<file path="config.mk">
export PLATFORM = sky130hd
export DESIGN_NAME = sorted_table_binary_search
export DESIGN_NICKNAME = d
export VERILOG_FILES = /design/src/stbs_pkg.sv /design/src/stbs_datapath.sv /design/src/stbs_ctrl.sv /design/src/sorted_table_binary_search.sv
export SDC_FILE = /design/constraint.sdc
export NUM_CORES = 1
export LEC_CHECK = 0
export ABC_AREA = 1
export BUFFER_PORTS_ARGS = -buffer_cell sky130_fd_sc_hd__buf_2
export CORE_MARGIN = 4
export CORE_UTILIZATION = 55
export DETAILED_ROUTE_END_ITERATION = 10
export PLACE_DENSITY = 0.72
export SYNTH_ARGS = -nofsm -noshare
export SYNTH_HDL_FRONTEND = slang
export SYNTH_SLANG_ARGS = --single-unit
export TNS_END_PERCENT = 20
</file>
<file path="constraint.sdc">
create_clock -name clock -period 8.7 [get_ports clock]
set_input_delay 1.305 -clock clock [delete_from_list [all_inputs] [get_ports clock]]
set_output_delay 1.305 -clock clock [all_outputs]
set_load 0.05 [all_outputs]
</file>
<file path="src/stbs_pkg.sv">
// shared codes, widths and control types of the sorted table binary search
package stbs_pkg;

   localparam logic OP_WRITE  = 1'b0;
   localparam logic OP_SEARCH = 1'b1;

   localparam int CSR_INDEX_W = 1;
   localparam int CSR_DATA_W  = 5;

   localparam logic [CSR_INDEX_W-1:0] CSR_SEARCH_FIRST = 1'b0;
   localparam logic [CSR_INDEX_W-1:0] CSR_SEARCH_LAST  = 1'b1;

   localparam int FIRST_W     = 4;
   localparam int LAST_W      = 5;
   localparam int INDEX_W     = 4;
   localparam int BOUND_W     = 6;
   localparam int RSP_TDATA_W = 8;

   localparam logic [LAST_W-1:0] SEARCH_LAST_RESET = 5'd15;

   typedef struct packed {
      logic mem_wr;
      logic start;
      logic probe;
      logic hit;
      logic step;
      logic load_rsp;
   } cmd_type;

   typedef struct packed {
      logic start_empty;
      logic match;
      logic next_empty;
   } status_type;

endpackage

</file>
<file path="src/stbs_datapath.sv">
// table memory, search bounds, compare and result registers
module stbs_datapath #(
   parameter int TABLE_DEPTH = 16,
   parameter int VALUE_WIDTH = 32
) (
   input  logic                                   clock,
   input  logic                                   reset,
   input  stbs_pkg::cmd_type                      cmd,
   output stbs_pkg::status_type                   status,
   input  logic                                   csr_we,
   input  logic [stbs_pkg::CSR_INDEX_W-1:0]       csr_index,
   input  logic [stbs_pkg::CSR_DATA_W-1:0]        csr_wdata,
   input  logic [stbs_pkg::INDEX_W-1:0]           entry_index,
   input  logic signed [VALUE_WIDTH-1:0]          item_value,
   output logic                                   rsp_found,
   output logic [stbs_pkg::INDEX_W-1:0]           rsp_position
);

   localparam int AW     = (TABLE_DEPTH > 1) ? $clog2(TABLE_DEPTH) : 1;
   localparam int XW     = (AW > stbs_pkg::INDEX_W) ? AW : stbs_pkg::INDEX_W;
   localparam int HI_CAP = (TABLE_DEPTH - 1 < 15) ? TABLE_DEPTH - 1 : 15;

   logic [VALUE_WIDTH-1:0] table_mem [TABLE_DEPTH];

   logic [stbs_pkg::FIRST_W-1:0] search_first_ff;
   logic [stbs_pkg::LAST_W-1:0]  search_last_ff;

   logic signed [stbs_pkg::BOUND_W-1:0] lo_ff, lo_in;
   logic signed [stbs_pkg::BOUND_W-1:0] hi_ff, hi_in;
   logic signed [VALUE_WIDTH-1:0]       key_ff;
   logic signed [VALUE_WIDTH-1:0]       rd_data_ff;
   logic [stbs_pkg::INDEX_W-1:0]        mid_ff;
   logic                                found_ff;
   logic [stbs_pkg::INDEX_W-1:0]        pos_ff;
   logic                                rsp_found_ff;
   logic [stbs_pkg::INDEX_W-1:0]        rsp_position_ff;

   logic signed [stbs_pkg::BOUND_W-1:0] lo_init, hi_init, hi_cap, hi_sat;
   logic signed [stbs_pkg::BOUND_W-1:0] mid_s, step_lo, step_hi;
   logic [stbs_pkg::BOUND_W-1:0]        span, mid_calc;
   logic [XW-1:0]                       wr_addr_x, rd_addr_x;
   logic                                idx_ok;

   // configuration registers
   always_ff @(posedge clock) begin
      if (reset) begin
         search_first_ff <= '0;
         search_last_ff  <= stbs_pkg::SEARCH_LAST_RESET;
      end else if (csr_we) begin
         if (csr_index == stbs_pkg::CSR_SEARCH_FIRST) begin
            search_first_ff <= csr_wdata[stbs_pkg::FIRST_W-1:0];
         end
         if (csr_index == stbs_pkg::CSR_SEARCH_LAST) begin
            search_last_ff <= csr_wdata[stbs_pkg::LAST_W-1:0];
         end
      end
   end

   // initial bounds, last index capped to the table
   always_comb begin
      lo_init = {2'b00, search_first_ff};
      hi_init = {search_last_ff[stbs_pkg::LAST_W-1], search_last_ff};
      hi_cap  = stbs_pkg::BOUND_W'(HI_CAP);
      hi_sat  = (hi_init > hi_cap) ? hi_cap : hi_init;
   end

   // probe point from the current bounds
   always_comb begin
      span     = stbs_pkg::BOUND_W'(hi_ff - lo_ff);
      mid_calc = stbs_pkg::BOUND_W'(lo_ff) + {1'b0, span[stbs_pkg::BOUND_W-1:1]};
      mid_s    = {2'b00, mid_ff};
      step_lo  = mid_s + 6'sd1;
      step_hi  = mid_s - 6'sd1;
   end

   always_comb begin
      lo_in = lo_ff;
      hi_in = hi_ff;
      if (cmd.start) begin
         lo_in = lo_init;
         hi_in = hi_sat;
      end else if (cmd.step) begin
         if (rd_data_ff > key_ff) begin
            hi_in = step_hi;
         end else begin
            lo_in = step_lo;
         end
      end
   end

   always_comb begin
      status.start_empty = lo_init > hi_sat;
      status.match       = rd_data_ff == key_ff;
      status.next_empty  = (rd_data_ff > key_ff) ? (lo_ff > step_hi) : (step_lo > hi_ff);
   end

   assign wr_addr_x = XW'(entry_index);
   assign rd_addr_x = XW'(mid_calc[stbs_pkg::INDEX_W-1:0]);
   assign idx_ok    = {{(32 - stbs_pkg::INDEX_W){1'b0}}, entry_index} < 32'(TABLE_DEPTH);

   // table memory with registered read
   always_ff @(posedge clock) begin
      if (cmd.mem_wr && idx_ok) begin
         table_mem[wr_addr_x[AW-1:0]] <= item_value;
      end
      if (cmd.probe) begin
         rd_data_ff <= table_mem[rd_addr_x[AW-1:0]];
         mid_ff     <= mid_calc[stbs_pkg::INDEX_W-1:0];
      end
   end

   always_ff @(posedge clock) begin
      lo_ff <= lo_in;
      hi_ff <= hi_in;
      if (cmd.start) begin
         key_ff   <= item_value;
         found_ff <= 1'b0;
         pos_ff   <= '0;
      end else if (cmd.hit) begin
         found_ff <= 1'b1;
         pos_ff   <= mid_ff;
      end
      if (cmd.load_rsp) begin
         rsp_found_ff    <= found_ff;
         rsp_position_ff <= pos_ff;
      end
   end

   assign rsp_found    = rsp_found_ff;
   assign rsp_position = rsp_position_ff;

endmodule

</file>
<file path="src/stbs_ctrl.sv">
// controller state machine for writes, probes and result hand-off
module stbs_ctrl (
   input  logic                 clock,
   input  logic                 reset,
   input  logic                 req_tvalid,
   input  logic                 req_opcode,
   input  logic                 rsp_tready,
   input  stbs_pkg::status_type status,
   output logic                 req_tready,
   output logic                 rsp_tvalid,
   output stbs_pkg::cmd_type    cmd
);

   localparam logic [1:0] ST_IDLE    = 2'd0;
   localparam logic [1:0] ST_PROBE   = 2'd1;
   localparam logic [1:0] ST_COMPARE = 2'd2;
   localparam logic [1:0] ST_REPORT  = 2'd3;

   logic [1:0] state_ff, state_in;
   logic       rsp_valid_ff, rsp_valid_in;
   logic       out_free;

   assign out_free = !rsp_valid_ff || rsp_tready;

   always_comb begin
      state_in = state_ff;
      cmd      = '0;
      unique case (state_ff)
         ST_IDLE: begin
            if (req_tvalid) begin
               if (req_opcode == stbs_pkg::OP_WRITE) begin
                  cmd.mem_wr = 1'b1;
               end else begin
                  cmd.start = 1'b1;
                  state_in  = status.start_empty ? ST_REPORT : ST_PROBE;
               end
            end
         end
         ST_PROBE: begin
            cmd.probe = 1'b1;
            state_in  = ST_COMPARE;
         end
         ST_COMPARE: begin
            if (status.match) begin
               cmd.hit  = 1'b1;
               state_in = ST_REPORT;
            end else begin
               cmd.step = 1'b1;
               state_in = status.next_empty ? ST_REPORT : ST_PROBE;
            end
         end
         ST_REPORT: begin
            if (out_free) begin
               cmd.load_rsp = 1'b1;
               state_in     = ST_IDLE;
            end
         end
         default: begin
            state_in = ST_IDLE;
         end
      endcase
   end

   always_comb begin
      rsp_valid_in = rsp_valid_ff;
      if (cmd.load_rsp) begin
         rsp_valid_in = 1'b1;
      end else if (rsp_tready) begin
         rsp_valid_in = 1'b0;
      end
   end

   always_ff @(posedge clock) begin
      if (reset) begin
         state_ff     <= ST_IDLE;
         rsp_valid_ff <= 1'b0;
      end else begin
         state_ff     <= state_in;
         rsp_valid_ff <= rsp_valid_in;
      end
   end

   assign req_tready = state_ff == ST_IDLE;
   assign rsp_tvalid = rsp_valid_ff;

endmodule

</file>
<file path="src/sorted_table_binary_search.sv">
// Sorted table binary search: top level joining controller and datapath.
// A write item stores item_value at entry_index and gives no result. A search
// item runs a binary search over [search_first, search_last] and gives one result: it is
// accepted, then each probe is a registered read of the table memory and a compare that
// moves a bound or stops on a match, then the result goes to the output register once
// that register is free; an empty range goes straight from accept to the result. One
// item is in work at a time; a result waiting in the output register does not stop the
// next item from being accepted.
module sorted_table_binary_search #(
   parameter int TABLE_DEPTH = 16,
   parameter int VALUE_WIDTH = 32
) (
   input  logic                                  clock,
   input  logic                                  reset,
   input  logic                                  req_tvalid,
   output logic                                  req_tready,
   // opcode
   input  logic                                  req_tuser,
   // entry_index, item_value, zero fill
   input  logic [((stbs_pkg::INDEX_W + VALUE_WIDTH + 7) / 8) * 8 - 1:0] req_tdata,
   output logic                                  rsp_tvalid,
   input  logic                                  rsp_tready,
   // found
   output logic                                  rsp_tuser,
   // position, zero fill
   output logic [stbs_pkg::RSP_TDATA_W-1:0]      rsp_tdata,
   input  logic                                  csr_we,
   input  logic [stbs_pkg::CSR_INDEX_W-1:0]      csr_index,
   input  logic [stbs_pkg::CSR_DATA_W-1:0]       csr_wdata
);

   stbs_pkg::cmd_type    cmd;
   stbs_pkg::status_type status;

   logic [stbs_pkg::INDEX_W-1:0]  entry_index;
   logic signed [VALUE_WIDTH-1:0] item_value;
   logic [stbs_pkg::INDEX_W-1:0]  rsp_position;

   assign entry_index = req_tdata[stbs_pkg::INDEX_W-1:0];
   assign item_value  = req_tdata[stbs_pkg::INDEX_W +: VALUE_WIDTH];
   assign rsp_tdata   = {{(stbs_pkg::RSP_TDATA_W - stbs_pkg::INDEX_W){1'b0}}, rsp_position};

   stbs_ctrl u_ctrl (
      .clock      (clock),
      .reset      (reset),
      .req_tvalid (req_tvalid),
      .req_opcode (req_tuser),
      .rsp_tready (rsp_tready),
      .status     (status),
      .req_tready (req_tready),
      .rsp_tvalid (rsp_tvalid),
      .cmd        (cmd)
   );

   stbs_datapath #(
      .TABLE_DEPTH (TABLE_DEPTH),
      .VALUE_WIDTH (VALUE_WIDTH)
   ) u_datapath (
      .clock        (clock),
      .reset        (reset),
      .cmd          (cmd),
      .status       (status),
      .csr_we       (csr_we),
      .csr_index    (csr_index),
      .csr_wdata    (csr_wdata),
      .entry_index  (entry_index),
      .item_value   (item_value),
      .rsp_found    (rsp_tuser),
      .rsp_position (rsp_position)
   );

endmodule

</file>
Yosys cells after proc, flatten, opt, wreduce, memory -nomap -nowiden

Memories as Yosys holds them, arrays and structs flattened. A register that Yosys moved wholly into a read port is not among the register bits.
Cells that the tools add are included.

Flip-flop bits (word level): 69
Memory bits (writable): 512
Input bits: 52
Output and inout bits: 11
Word-level logic and storage cells: 74
Memories: 1

Add/sub/neg operators: 4
$lt $le $gt $ge: 5
Equal/unequal tests: 8
Multiplexer cells: 29
Bitwise logic cells: 2
Reduce and logical (&&, ||, !) cells: 12

Memories:

| memory               | words | bits a word | read ports | clocked after Yosys merged registers in | write ports | RTL line            | RTL |
|---|---|---|---|---|---|---|---|
| u_datapath.table_mem | 16    | 32          | 1          | 1                                       | 1           | stbs_datapath.sv:23 | `logic [VALUE_WIDTH-1:0] table_mem [TABLE_DEPTH];` |

Operators with widths:

| kind                                                   | number |
|---|---|
| equality test 32 bit                                   | 1 |
| > comparator 32 bit                                    | 1 |
| 2-to-1 mux 6 bit                                       | 4 |
| 2-to-1 mux 2 bit                                       | 9 |
| 2-to-1 mux 1 bit                                       | 12 |
| 2-to-1 mux 4 bit                                       | 3 |
| AND reduction 2 bit                                    | 5 |
| one-hot mux 2 bit (4 select lines)                     | 1 |
| > comparator 5 x 6 -> 1 bit                            | 1 |
| > comparator 6 x 5 -> 1 bit                            | 1 |
| > comparator 6 bit                                     | 1 |
| nonzero test 2 bit                                     | 3 |
| adder 4 x 1 -> 5 bit (second input constant)           | 1 |
| > comparator 5 bit (second input constant)             | 1 |
| subtractor 4 x 1 -> 5 bit (second input constant)      | 1 |
| subtractor 5 bit                                       | 1 |
| adder 4 bit                                            | 1 |
| equality test 2 bit (second input constant)            | 2 |
| inequality test 2 x 1 -> 1 bit (second input constant) | 2 |
| inequality test 2 bit (second input constant)          | 2 |
| AND reduction 3 bit                                    | 1 |
| equality test 2 x 1 -> 1 bit (second input constant)   | 1 |
| logical NOT 2 bit                                      | 1 |
| NOT 1 bit                                              | 2 |
| other kinds (2)                                        | 2 |

Depth between registers and ports, before layout

Depth in word-level cells: 7
Depth in mapped cells: 17

By module

A second synthesis with hierarchy kept.

Cell total of the unflattened synthesis: 1,814
Area, all modules: 25,510.7 µm²

Modules (own cells, without submodules):

| module                     | times used | cells each | area an instance (µm²) | sequential area each (µm²) |
|---|---|---|---|---|
| stbs_datapath              | 1          | 1,773      | 25,263.0               | 18,137.4 |
| stbs_ctrl                  | 1          | 36         | 214.0                  | 60.1 |
| sorted_table_binary_search | 1          | 5          | 33.8                   | 0.0 |

Worst setup path after synthesis

OpenSTA, ideal clock, no wires.

Path type: input to register
Start: input port req_tvalid
End: memory u_datapath.table_mem[12][0] (enable)
Arrival time: 3,084 ps
Slack: 5,195 ps
Stages: 4
Buffers on the path: 0
Cell sequence: nand2_1 -> nor2_1 -> nand3_1 -> nor2_1

Cells in the longest elaborated chain, start to end: 4

RTL lines:

| item                                   | RTL line                         | RTL |
|---|---|---|
| start: declaration                     | sorted_table_binary_search.sv:15 | `input logic req_tvalid,` |
| 2-to-1 mux 2 bit                       | stbs_ctrl.sv:30                  | `if (req_tvalid) begin` |
| 2-to-1 mux 2 bit                       | stbs_ctrl.sv:28                  | `unique case (state_ff)` |
| 2-to-1 mux 1 bit                       | stbs_datapath.sv:103             | `if (cmd.mem_wr && idx_ok) begin` |
| 2-to-1 mux 1 bit (not written as such) | stbs_datapath.sv:104             | `table_mem[wr_addr_x[AW-1:0]] <= item_value;` |
| end: declaration                       | stbs_datapath.sv:23              |  |

Every way passes these cells.

Final worst setup path

Start: register u_datapath.lo_ff[0] in the netlist's numbering
End: register u_datapath.rd_data_ff[13], read port of u_datapath.table_mem (data pin)

Cells in the longest elaborated chain, start to end: 2

RTL lines:

| item                     | RTL line             | RTL |
|---|---|---|
| start: declaration       | stbs_datapath.sv:28  | `logic signed [stbs_pkg::BOUND_W-1:0] lo_ff, lo_in;` |
| start signal: assignment | stbs_datapath.sv:113 | `lo_ff <= lo_in;` |
| subtractor 5 bit         | stbs_datapath.sv:69  | `span = stbs_pkg::BOUND_W'(hi_ff - lo_ff);` |
| adder 4 bit *            | stbs_datapath.sv:70  | `mid_calc = stbs_pkg::BOUND_W'(lo_ff) + {1'b0, span[stbs_pkg::BOUND_W-1:1]};` |
| end: declaration         | stbs_datapath.sv:31  | `logic signed [VALUE_WIDTH-1:0] rd_data_ff;` |

Mark *: on every way between the ends. The rest lies on a longest branch, timed or not.
A chain may end at the register's enable or synchronous reset.

==> impl_metrics.json <==
{
  "synth-seq-cells": 612,
  "cts_resized": 0,
  "synthesis.instances": 1860,
  "r2r-end": "u_datapath.rd_data_ff[13]",
  "p_total_uw": 9560,
  "ios": 63,
  "grt.overflow.total": 0,
  "finalSetupTns_ps": 0,
  "post-cts-setup-buffers": 0,
  "grt_max_degree": 220,
  "viasPerCell": 5.77,
  "syn2layout_area_growth_pct": 11.1,
  "async_reset_ff_frac": 0,
  "path_class": "flip-flop to flip-flop",
  "ff2ff_setup_slack_ps": 3900,
  "rsz0062_at_grt": "no",
  "synthFlopType": "edfxtp_1",
  "drive_gt1_frac": 0.116,
  "numCtsBuffers": 61,
  "clock_latency_ps": 610,
  "root_buffer": "clkbuf_16",
  "synth.yosys.warnings": 0,
  "yosysTopAreaCellShare": 0.700,
  "cts_buffer_depth": 3,
  "coreArea_um2": 45600,
  "final-seq-area_um2": 18200,
  "rows": 78,
  "nNetsFinal": 2012,
  "leakage_uw": 0.0104,
  "dieWidth_um": 223,
  "fin_util": 0.621,
  "slew_violations": 0,
  "drtPass1Iterations": 5,
  "relSlewSlack": 0.243,
  "min_from": "u_datapath.pos_ff[0]",
  "path_max_fanout": 68,
  "multi_input_area_um2": 6090,
  "wire_per_inst_um": 21.0,
  "holdCritPathClass": "flip-flop to flip-flop",
  "antenna_found_initial": 1,
  "synth.distinct_cells": 36,
  "grt_pass1_wl_um": 82100,
  "grt_use_total": 0.213,
  "fin_ws_ps": 3900,
  "p_per_area_nw_per_um2": 337,
  "tightestPinTransition_ps": 1140,
  "grt_pass1_vias": 14441,
  "io_buffers": 54,
  "antenna_cells": 0,
  "arrival_ps": 5090,
  "synth_area_per_cell_um2": 13.7,
  "irDropWorstVdd_mv": 0.339,
  "fin_crit_sh": 0.551,
  "clk_pin_slew_ps": 60,
  "ys_seq_area_frac": 0.714,
  "placedCellCount": 2443,
  "fin_crit_ps": 4800,
  "syn-cell-area_um2": 25500,
  "rr_startpoint": "u_datapath.lo_ff[0]",
  "cts.sink_count": 612,
  "clock.fmax_mhz": 208,
  "synth.area.top_cells": "edfxtp_1 70%, mux2i_1 5.0%, o21ai_0 3.9%",
  "status": "complete, no violations",
  "yosys.area.top_type": "edfxtp_1",
  "mostFrequentLayoutCells": "594 x edfxtp_1, 214 x inv_1, 200 x o21ai_0",
  "end_kind": "flip-flop",
  "die_y_um": 223,
  "drtIter0Drc": 1528,
  "finClkSkew_ps": 16.5,
  "cts-hold-fix-buffers": 0,
  "synth_edf_count": 594,
  "cts_tree": "done",
  "worst-r2r-cell-count": 12,
  "layout_commonest_cell": "edfxtp_1",
  "maxCapViolCount": 0,
  "setup_viol": 0,
  "die-area_um2": 49900,
  "nFillCells": 3289,
  "final-hold-violation-count": 0,
  "initial_core_util": 0.559,
  "min_path_cells": 0,
  "ant_nets": 0,
  "htreeDepth": 2,
  "critPathLaunchType": "flip-flop",
  "instances_no_fill": 2556,
  "gp_congestion": 0.813,
  "hold_end": "u_datapath.rsp_position[0]",
  "vias": 14760,
  "wl_um": 53600,
  "cp.required_ps": 8990,
  "drc": 0,
  "dp_slack_ps": 3910,
  "hpwl_um": 27300
}
-- how the worst max path moves through the flow --
stage                   startpoint                     endpoint  slack (ps)  cells after the start
2_1_floorplan           req_tvalid  u_datapath.table_mem[12][0]        5190                      4
3_3_place_gp   u_datapath.lo_ff[0]     u_datapath.rd_data_ff[8]        3970                     12
3_5_place_dp   u_datapath.lo_ff[0]     u_datapath.rd_data_ff[8]        3910                     12
4_1_cts        u_datapath.lo_ff[0]     u_datapath.rd_data_ff[8]        3900                     12
5_1_grt        u_datapath.lo_ff[0]     u_datapath.rd_data_ff[6]        3590                     12
6_report       u_datapath.lo_ff[0]    u_datapath.rd_data_ff[13]        3900                     12
-- worst max-delay path: stages, from the launching register on --
cell	delay [ps]
edfxtp_1	400
inv_1	80
or2_2	310
fa_1	410
xor2_1	210
inv_1	90
fa_4	1490
buf_4	790
a21oi_1	90
o21ai_0	130
o211ai_1	140
a21oi_1	190
a31oi_1	90
-- final cells by class --
cell class              count  share of cell area
flip-flops and latches    612               0.642
well taps                 600              0.0265
clock buffers              73              0.0555
inverters                 217              0.0290
repair buffers             78              0.0163
clock inverters            40              0.0151
multi-input cells         936               0.215
-- cell usage after synthesis (2+ instances only) --
library cell and count:
edfxtp_1 594, inv_1 215, o21ai_0 200, a21oi_1 186, nand2_1 151, mux2i_1 128
o211ai_1 69, ha_1 52, clkbuf_1 47, nor2_1 47, buf_2 20, dfxtp_1 18
nand3_1 18, a31oi_2 17, a31oi_1 15, buf_6 15, xor2_1 8, o21ai_1 7
buf_4 6, nand4_1 6, buf_1 5, buf_8 5, nand2_2 5, nand3_2 4
a21o_1 3, nor2_2 3, a21oi_2 2, fa_1 2, inv_2 2, nor3_1 2
o21a_1 2, xnor2_1 2
-- per-stage QoR --
step / cell area (um2) / hold WS, ps
2_1_floorplan: 25500 / 408
4_1_cts: 28300 / 435
3_3_place_gp: 26300 / 414
6_report: 28300 / 430
3_5_place_dp: 26300 / 421
5_1_grt: 28300 / 451
-- cells by family after synthesis --
kind of cell,count (synthesis),share of synthesized area
xor gates and xnor gates,10,0.00344
muxes,128,0.0503
DFF,612,0.714
buffers and inverters,315,0.0549
and+or+nand+nor,238,0.0386
other,1,0.000147
AOI/OAI and AO/OA,502,0.112
adders and majority gates,54,0.0271
-- power breakdown --
part | switching (uW) | total, uW | internal, uW
logic | 2290 | 3430 | 1130
registers | 47.7 | 3520 | 3470
clock network | 1060 | 2610 | 1550
total | 3410 | 9560 | 6150
-- flip-flops by register name (all words and copies together), names as in the netlist --
| register | flops |
|---|---|
| u_datapath.table_mem | 512 |
| u_ctrl.rsp_tvalid | 1 |
| u_datapath.search_last_ff | 5 |
| u_datapath.found_ff | 1 |
| u_datapath.rsp_position | 4 |
| u_ctrl.state_ff | 2 |
| u_datapath.rd_data_ff | 32 |
| u_datapath.search_first_ff | 4 |
| u_datapath.key_ff | 32 |
| u_datapath.rsp_found | 1 |
| u_datapath.lo_ff | 5 |
| u_datapath.pos_ff | 4 |
| u_datapath.hi_ff | 5 |
| u_datapath.mid_ff | 4 |
-- layer usage --
layer  part of all wire  vias up  global-route usage
met5            0.00024        -                   0
met4              0.026        2              0.0746
met3              0.074       99              0.0376
met2               0.48      515               0.341
met1               0.43     7283               0.299
li1                   -     6861                   -
No activity file was read; power rests on OpenSTA's default activity.
